## config.mk

```make
export PLATFORM = sky130hd
export DESIGN_NAME = quoted_line_tokenizer_unit
export DESIGN_NICKNAME = d
export VERILOG_FILES = /design/src/rtl/qlt_pkg.sv /design/src/rtl/qlt_decode.sv /design/src/rtl/quoted_line_tokenizer_unit.sv
export SDC_FILE = /design/constraint.sdc
export NUM_CORES = 1
export LEC_CHECK = 0
export BUFFER_PORTS_ARGS = -buffer_cell sky130_fd_sc_hd__clkbuf_2
export CORE_ASPECT_RATIO = 0.8
export CORE_MARGIN = 2
export CORE_UTILIZATION = 56
export CTS_CLUSTER_DIAMETER = 50
export DETAILED_ROUTE_END_ITERATION = 7
export PLACE_DENSITY = 0.8
export SETUP_SLACK_MARGIN = 0.15
export SYNTH_ARGS = -nofsm -noshare
export SYNTH_HDL_FRONTEND = slang
export SYNTH_SLANG_ARGS = --single-unit
export TNS_END_PERCENT = 20
```

## constraint.sdc

```tcl
create_clock -name clk -period 3.3 [get_ports clk]
set_input_delay 0.495 -clock clk [delete_from_list [all_inputs] [get_ports clk]]
set_output_delay 0.495 -clock clk [all_outputs]
set_load 0.005 [all_outputs]
```

## src/rtl/qlt_pkg.sv

```systemverilog
// Package with the shared types and character codes of the quoted line tokenizer.
`default_nettype none

package qlt_pkg;

    // Character codes the scanner reacts to
    localparam logic [7:0] CHAR_SQUOTE = 8'h27;
    localparam logic [7:0] CHAR_DQUOTE = 8'h22;
    localparam logic [7:0] CHAR_HASH   = 8'h23;
    localparam logic [7:0] CHAR_EQUALS = 8'h3D;
    localparam logic [7:0] CHAR_COMMA  = 8'h2C;
    localparam logic [7:0] CHAR_SPACE  = 8'h20;

    // Most results that one input byte can cause
    localparam int MAX_RESULTS = 3;

    // Scanner mode
    typedef enum logic [1:0] {
        MODE_OUTSIDE = 2'd0,
        MODE_SINGLE  = 2'd1,
        MODE_DOUBLE  = 2'd2,
        MODE_COMMENT = 2'd3
    } mode_t;

    // Kind of a result
    typedef enum logic [2:0] {
        KIND_TOKEN_BYTE   = 3'd0,
        KIND_TOKEN_END    = 3'd1,
        KIND_COMMENT_BYTE = 3'd2,
        KIND_LINE_OK      = 3'd3,
        KIND_UNCLOSED     = 3'd4
    } kind_t;

    // One result
    typedef struct packed {
        logic [7:0] data;
        kind_t      kind;
    } result_t;

    // Everything the decoder hands to the result stage
    typedef struct packed {
        logic [1:0]                  count;
        result_t [MAX_RESULTS-1:0]   res;
        mode_t                       mode;
        logic                        tok_open;
    } decode_t;

endpackage

`default_nettype wire

```

## src/rtl/qlt_decode.sv

```systemverilog
// Combinational decoder: one byte and the scanner state in, up to three results out.
`default_nettype none

module qlt_decode (
    input  wire logic [7:0]     in_byte,
    input  wire logic           end_of_line,
    input  wire qlt_pkg::mode_t mode,
    input  wire logic           tok_open,
    output qlt_pkg::decode_t    dec
);
    import qlt_pkg::*;

    always_comb
    begin
        dec          = '0;
        dec.mode     = mode;
        dec.tok_open = tok_open;
        for (int i = 0; i < MAX_RESULTS; i++)
        begin
            dec.res[i].kind = KIND_TOKEN_BYTE;
        end

        if (end_of_line)
        begin
            // End of line: unclosed quote, or close any token and report success.
            if (mode == MODE_SINGLE || mode == MODE_DOUBLE)
            begin
                dec.res[0].kind = KIND_UNCLOSED;
                dec.count       = 2'd1;
            end
            else if (tok_open)
            begin
                dec.res[0].kind = KIND_TOKEN_END;
                dec.res[1].kind = KIND_LINE_OK;
                dec.count       = 2'd2;
            end
            else
            begin
                dec.res[0].kind = KIND_LINE_OK;
                dec.count       = 2'd1;
            end
            dec.mode     = MODE_OUTSIDE;
            dec.tok_open = 1'b0;
        end
        else if (mode == MODE_COMMENT)
        begin
            // Everything after the hash is comment text.
            dec.res[0].data = in_byte;
            dec.res[0].kind = KIND_COMMENT_BYTE;
            dec.count       = 2'd1;
        end
        else if (mode == MODE_SINGLE || mode == MODE_DOUBLE)
        begin
            // Inside quotes only the matching quote is special.
            if ((mode == MODE_SINGLE && in_byte == CHAR_SQUOTE) ||
                (mode == MODE_DOUBLE && in_byte == CHAR_DQUOTE))
            begin
                dec.res[0].kind = KIND_TOKEN_END;
                dec.count       = 2'd1;
                dec.tok_open    = 1'b0;
                dec.mode        = MODE_OUTSIDE;
            end
            else
            begin
                dec.res[0].data = in_byte;
                dec.res[0].kind = KIND_TOKEN_BYTE;
                dec.count       = 2'd1;
                dec.tok_open    = 1'b1;
            end
        end
        else
        begin
            // Outside quotes: separators, quotes and the comment mark.
            case (in_byte)
                CHAR_SQUOTE, CHAR_DQUOTE:
                begin
                    if (tok_open)
                    begin
                        dec.res[0].kind = KIND_TOKEN_END;
                        dec.count       = 2'd1;
                    end
                    dec.tok_open = 1'b1;
                    dec.mode     = (in_byte == CHAR_SQUOTE) ? MODE_SINGLE : MODE_DOUBLE;
                end
                CHAR_HASH:
                begin
                    if (tok_open)
                    begin
                        dec.res[0].kind = KIND_TOKEN_END;
                        dec.count       = 2'd1;
                    end
                    dec.tok_open = 1'b0;
                    dec.mode     = MODE_COMMENT;
                end
                CHAR_EQUALS, CHAR_COMMA:
                begin
                    if (tok_open)
                    begin
                        dec.res[0].kind = KIND_TOKEN_END;
                        dec.res[1].data = in_byte;
                        dec.res[1].kind = KIND_TOKEN_BYTE;
                        dec.res[2].kind = KIND_TOKEN_END;
                        dec.count       = 2'd3;
                    end
                    else
                    begin
                        dec.res[0].data = in_byte;
                        dec.res[0].kind = KIND_TOKEN_BYTE;
                        dec.res[1].kind = KIND_TOKEN_END;
                        dec.count       = 2'd2;
                    end
                    dec.tok_open = 1'b0;
                end
                default:
                begin
                    if (in_byte <= CHAR_SPACE)
                    begin
                        if (tok_open)
                        begin
                            dec.res[0].kind = KIND_TOKEN_END;
                            dec.count       = 2'd1;
                        end
                        dec.tok_open = 1'b0;
                    end
                    else
                    begin
                        dec.res[0].data = in_byte;
                        dec.res[0].kind = KIND_TOKEN_BYTE;
                        dec.count       = 2'd1;
                        dec.tok_open    = 1'b1;
                    end
                end
            endcase
        end
    end

endmodule

`default_nettype wire

```

## src/rtl/quoted_line_tokenizer_unit.sv

```systemverilog
// Top level of the quoted line tokenizer: input register, decoder and result queue.
//
// Usage: characters of a line arrive one per request on the s_axis channel, the
// byte in tdata; a request with tlast high marks the end of the line and its
// tdata is ignored. Results leave on m_axis: tdata carries the byte, tuser the
// kind (token byte, end of token, comment byte, line ok, unclosed quote) and
// tlast flags the final result caused by one input request.
// A request accepted on s_axis is held in the input register, then decoded and
// loaded into the result queue as soon as the queue can take it; its first
// result is then valid on m_axis. Throughput: one request per cycle while each
// causes at most one result and the receiver is ready. A request that causes
// two or three results holds the next request in the input register until the
// single output port takes the last of them from the three-entry result queue;
// a request that causes no result does not hold the next one.
// When the receiver stalls, the queue and then the input register fill and
// s_axis_tready falls; nothing is lost. Reset empties both stages and returns
// the scanner to outside-quotes with no token open.
`default_nettype none

module quoted_line_tokenizer_unit (
    input  wire logic       clk,
    input  wire logic       rst_n,
    input  wire logic       s_axis_tvalid,
    output logic            s_axis_tready,
    input  wire logic [7:0] s_axis_tdata,   // [7:0] in_byte
    input  wire logic       s_axis_tlast,   // end_of_line
    output logic            m_axis_tvalid,
    input  wire logic       m_axis_tready,
    output logic [7:0]      m_axis_tdata,   // [7:0] out_byte
    output logic [2:0]      m_axis_tuser,   // [2:0] out_kind
    output logic            m_axis_tlast    // last
);
    import qlt_pkg::*;

    // Input register
    logic       in_valid_reg;
    logic [7:0] in_byte_reg;
    logic       in_eol_reg;

    // Scanner state
    mode_t mode_reg;
    logic  open_reg;

    // Result queue, head at entry zero
    result_t [MAX_RESULTS-1:0] slot_reg;
    logic    [MAX_RESULTS-1:0] slot_last_reg;
    logic    [1:0]             count_reg;

    decode_t dec;
    logic    out_take;
    logic    load;
    logic    advance;

    qlt_decode u_decode (
        .in_byte     (in_byte_reg),
        .end_of_line (in_eol_reg),
        .mode        (mode_reg),
        .tok_open    (open_reg),
        .dec         (dec)
    );

    // The queue takes a decoded request once it will be empty after this cycle.
    assign out_take      = m_axis_tvalid && m_axis_tready;
    assign load          = (count_reg == 2'd0) || (count_reg == 2'd1 && m_axis_tready);
    assign advance       = in_valid_reg && load;
    assign s_axis_tready = !in_valid_reg || load;

    assign m_axis_tvalid = (count_reg != 2'd0);
    assign m_axis_tdata  = slot_reg[0].data;
    assign m_axis_tuser  = slot_reg[0].kind;
    assign m_axis_tlast  = slot_last_reg[0];

    // Input register control
    always_ff @(posedge clk or negedge rst_n)
    begin
        if (!rst_n)
        begin
            in_valid_reg <= 1'b0;
        end
        else if (s_axis_tready)
        begin
            in_valid_reg <= s_axis_tvalid;
        end
    end

    // Input register payload
    always_ff @(posedge clk)
    begin
        if (s_axis_tvalid && s_axis_tready)
        begin
            in_byte_reg <= s_axis_tdata;
            in_eol_reg  <= s_axis_tlast;
        end
    end

    // Scanner state and queue fill level
    always_ff @(posedge clk or negedge rst_n)
    begin
        if (!rst_n)
        begin
            mode_reg  <= MODE_OUTSIDE;
            open_reg  <= 1'b0;
            count_reg <= 2'd0;
        end
        else if (advance)
        begin
            mode_reg  <= dec.mode;
            open_reg  <= dec.tok_open;
            count_reg <= dec.count;
        end
        else if (load)
        begin
            count_reg <= 2'd0;
        end
        else if (out_take)
        begin
            count_reg <= count_reg - 2'd1;
        end
    end

    // Queue payload: load a new group or shift towards the head
    always_ff @(posedge clk)
    begin
        if (advance)
        begin
            for (int i = 0; i < MAX_RESULTS; i++)
            begin
                slot_reg[i]      <= dec.res[i];
                slot_last_reg[i] <= (dec.count == 2'(i + 1));
            end
        end
        else if (out_take)
        begin
            for (int i = 0; i < MAX_RESULTS - 1; i++)
            begin
                slot_reg[i]      <= slot_reg[i + 1];
                slot_last_reg[i] <= slot_last_reg[i + 1];
            end
        end
    end

`ifndef NO_ASSERTIONS
    // Only the final entry of a group may carry the last flag.
    assert property (@(posedge clk) disable iff (!rst_n)
        (count_reg > 2'd1) |-> !slot_last_reg[0])
        else $error("last flag set ahead of the final result");

    // A line status result always closes its group.
    assert property (@(posedge clk) disable iff (!rst_n)
        (m_axis_tvalid && (m_axis_tuser == KIND_LINE_OK || m_axis_tuser == KIND_UNCLOSED))
        |-> m_axis_tlast)
        else $error("line status result without last flag");

    // After an end of line the scanner is back outside quotes with no token.
    assert property (@(posedge clk) disable iff (!rst_n)
        (advance && in_eol_reg) |=> (mode_reg == MODE_OUTSIDE && !open_reg))
        else $error("scanner state not cleared at end of line");

    // Results without a character carry a zero byte.
    assert property (@(posedge clk) disable iff (!rst_n)
        (m_axis_tvalid && m_axis_tuser != KIND_TOKEN_BYTE &&
         m_axis_tuser != KIND_COMMENT_BYTE) |-> (m_axis_tdata == 8'd0))
        else $error("non-character result carries a byte");
`endif

endmodule

`default_nettype wire

```

==> results.cfg <==
[timing]
fmaxAchievable_mhz = 467
finalSetupTns_ps = 0
setup_viol = 0
final.hold.worst_slack_ps = 15.7
finalMaxSlewViolations = 0
finalCritPeriodShare_pct = 64.9
timing.final.crit_period_ps = 2140
rsz0062_at_grt = false
number_of_endpoints_with_negative_hold_slack_in_the_final_report = 0
skew_ps = 1.29

[synthesis]
dominantRegCellSynth = sky130_fd_sc_hd__edfxtp_1
synth-warning-count = 0
synth_area_um2 = 1970
synth_largest_type_area_fraction_pct = 51.8
synth_cells = 166
synth_largest_area_cell = sky130_fd_sc_hd__edfxtp_1
async_flop_share_pct = 15.0
fraction_of_the_yosys_area_taken_by_sequential_cells_pct = 59.4
synth.lib_cells_used.distinct = 44
synth.avg_cell_area_um2 = 11.9
post_synth_main_area_contributors = sky130_fd_sc_hd__edfxtp_1 52%, sky130_fd_sc_hd__dfrtp_1 7.6%, sky130_fd_sc_hd__buf_4 4.2%
postSynthRegisterBits = 40
count_of_flip_flops_with_a_built_in_enable_after_synthesis = 34

[cells_and_area]
final_area_um2 = 2140
most_common_cell_after_layout_fill_and_taps_aside = sky130_fd_sc_hd__edfxtp_1
largest_register_ff_count = 11
layout.cells.most_common_list = 34 x sky130_fd_sc_hd__edfxtp_1, 26 x sky130_fd_sc_hd__clkbuf_2, 16 x sky130_fd_sc_hd__nand2_1
insertedDiodeCount = 0
drive_above_1_share_pct = 22.5
finish.net_count = 204
syn_to_final_growth_pct = 8.69

[clock_tree]
cts_num_sinks = 40
tritoncts = done
numCtsBuffers = 5
cts_post_setup_buffers_inserted = 0
cts_htree_levels = 2
cts-root-to-sink-buffers = 2
clk_pin_slew_worst_paths_ps = 70
clk_root_buffer_cell = sky130_fd_sc_hd__clkbuf_8
cts.hold.buffers_added = 0
cts_repair_resize_count = 0
clock_insertion_delay_worst_skew_ps = 290

[die]
num_rows = 19
fp.dieH_um = 57.1
die_area_um2 = 4010
design.core.area_um2 = 3400
die-width_um = 70.3
io_pins = 27
initial_core_util_pct = 58.0

[power_and_ir_drop]
power_density_nw_per_um2 = 811
p_leak_nw = 0.845
vdd_ir_drop_max_mv = 0.502

[place]
detailed_place_hpwl_mm = 2.64
io_buffer_count = 26
placed_cell_area_um2 = 2070
routability_congestion = 0.912

[drt]
detail-route-antenna-nets = 0
detail_route.first_pass.iterations = 4
drt-wirelength-per-cell_um = 15.7
wl_final_mm = 3.58
vias = 1303
number_of_vias_per_cell = 5.69
drcViolationCount = 0
first_iter_violations = 92

[global_route]
global_route.overflow_total = 0
top_usage_layer = met1
global_route_wire_length_before_repair_mm = 5.89
antenna_found_initial = 0
track_usage_pct = 19.6
grt_max_degree = 24
met1_usage_pct = 27.7
grt.met2_usage_pct = 27.6
first_global_vias = 1251
global_route.usage.met3_pct = 6.18

[setup_path]
worstSetupEndpointType = flip-flop
timing.critical_path.max_delay_family = simple AND/OR/NAND/NOR gates
worst-path-buf-inv = 1
critical_path_peak_fanout = 7
worst_path_max_delay_cell = sky130_fd_sc_hd__dfrtp_1
start_kind = flip-flop
critical_path_s_largest_stage_delay_ps = 420
worstPathRequired_ps = 3320
timing.critical_path.cells = inv_1 > ha_1 > nor3_1 > a22oi_1 > nor4_2 > o21ai_0
setup.worst_path.class = reg2reg
worst_ep_arrival_time_ps = 2170

[flow_run]
maxCapViolCount = 0

[status]
run_status = complete, no violations

[min_path]
hold_path_class = in2async
## cell usage after synthesis, drive strengths merged, types with 2 or more instances
cell type	count
nor3	4
nand2b	3
inv	8
nor2	7
a22o	4
o21a	3
nor2b	4
buf	14
dfrtp	6
nand2	16
ha	4
nand3	2
edfxtp	34
o21bai	3
a31oi	3
o21ai	14
nor4	2
nor3b	3
a21oi	4
a211oi	3
and2	5
and3	3
## cells by family after synthesis
kind of cell | Yosys count | synth area share (%)
buffers and inverters | 24 | 7.17
and+or+nand+nor | 55 | 15.7
xor gates and xnor gates | 2 | 1.27
AOI/OAI and AO/OA | 40 | 13.8
adders and majority gates | 4 | 2.54
DFF | 40 | 59.4
other | 1 | 0.190
## report_power, final
group | internal, W | switching [W]
registers | 0.000808 | 0.0000952
logic | 0.000214 | 0.000323
clock network | 0.000144 | 0.000155
total | 0.00117 | 0.000573
## path summary, 6_finish.rpt
path / start / endpoint / slack [ps] / depth (start not counted)
max: mode_reg[0] / slot_last_reg[0] / 1160 / 6
max in group asynchronous: rst_n / mode_reg[0] / 3140 / 1
min: rst_n / open_reg / 20 / 1
max reg2reg: mode_reg[0] / slot_last_reg[0] / 1160 / 6
min in group clk: s_axis_tlast / in_eol_reg / 380 / 1
min reg2reg: slot_reg[20] / m_axis_tdata[6] / 530 / 2
## metal layers
layer | up-vias | share of wire (%) | routed length, um
met5 | - | 0 | 0
li1 | 632 | - | -
met3 | 5 | 7.6 | 272
met4 | 0 | 1.4 | 51
met1 | 608 | 45 | 1630
met2 | 58 | 46 | 1630
## layout make-up
cell class / count / area, um^2
fillers: 261 / 1260
clock inverters: 1 / 5.00
well taps: 42 / 52.6
repair buffers: 27 / 138
inverters: 9 / 33.8
multi-input cells: 104 / 671
flip-flops and latches: 40 / 1170
clock buffers: 6 / 72.6
## through the flow
step	setup slack (ps)	cells	power, W	util [%]
after floorplan	472	168	0.00134	-
after global placement	1100	222	0.00142	60.8
after detailed placement	968	222	0.00145	60.8
after CTS	1180	229	0.00175	63.0
after global routing	1030	229	0.00185	63.0
final	1160	229	0.00174	63.0
(Power assumes the default switching activity.)
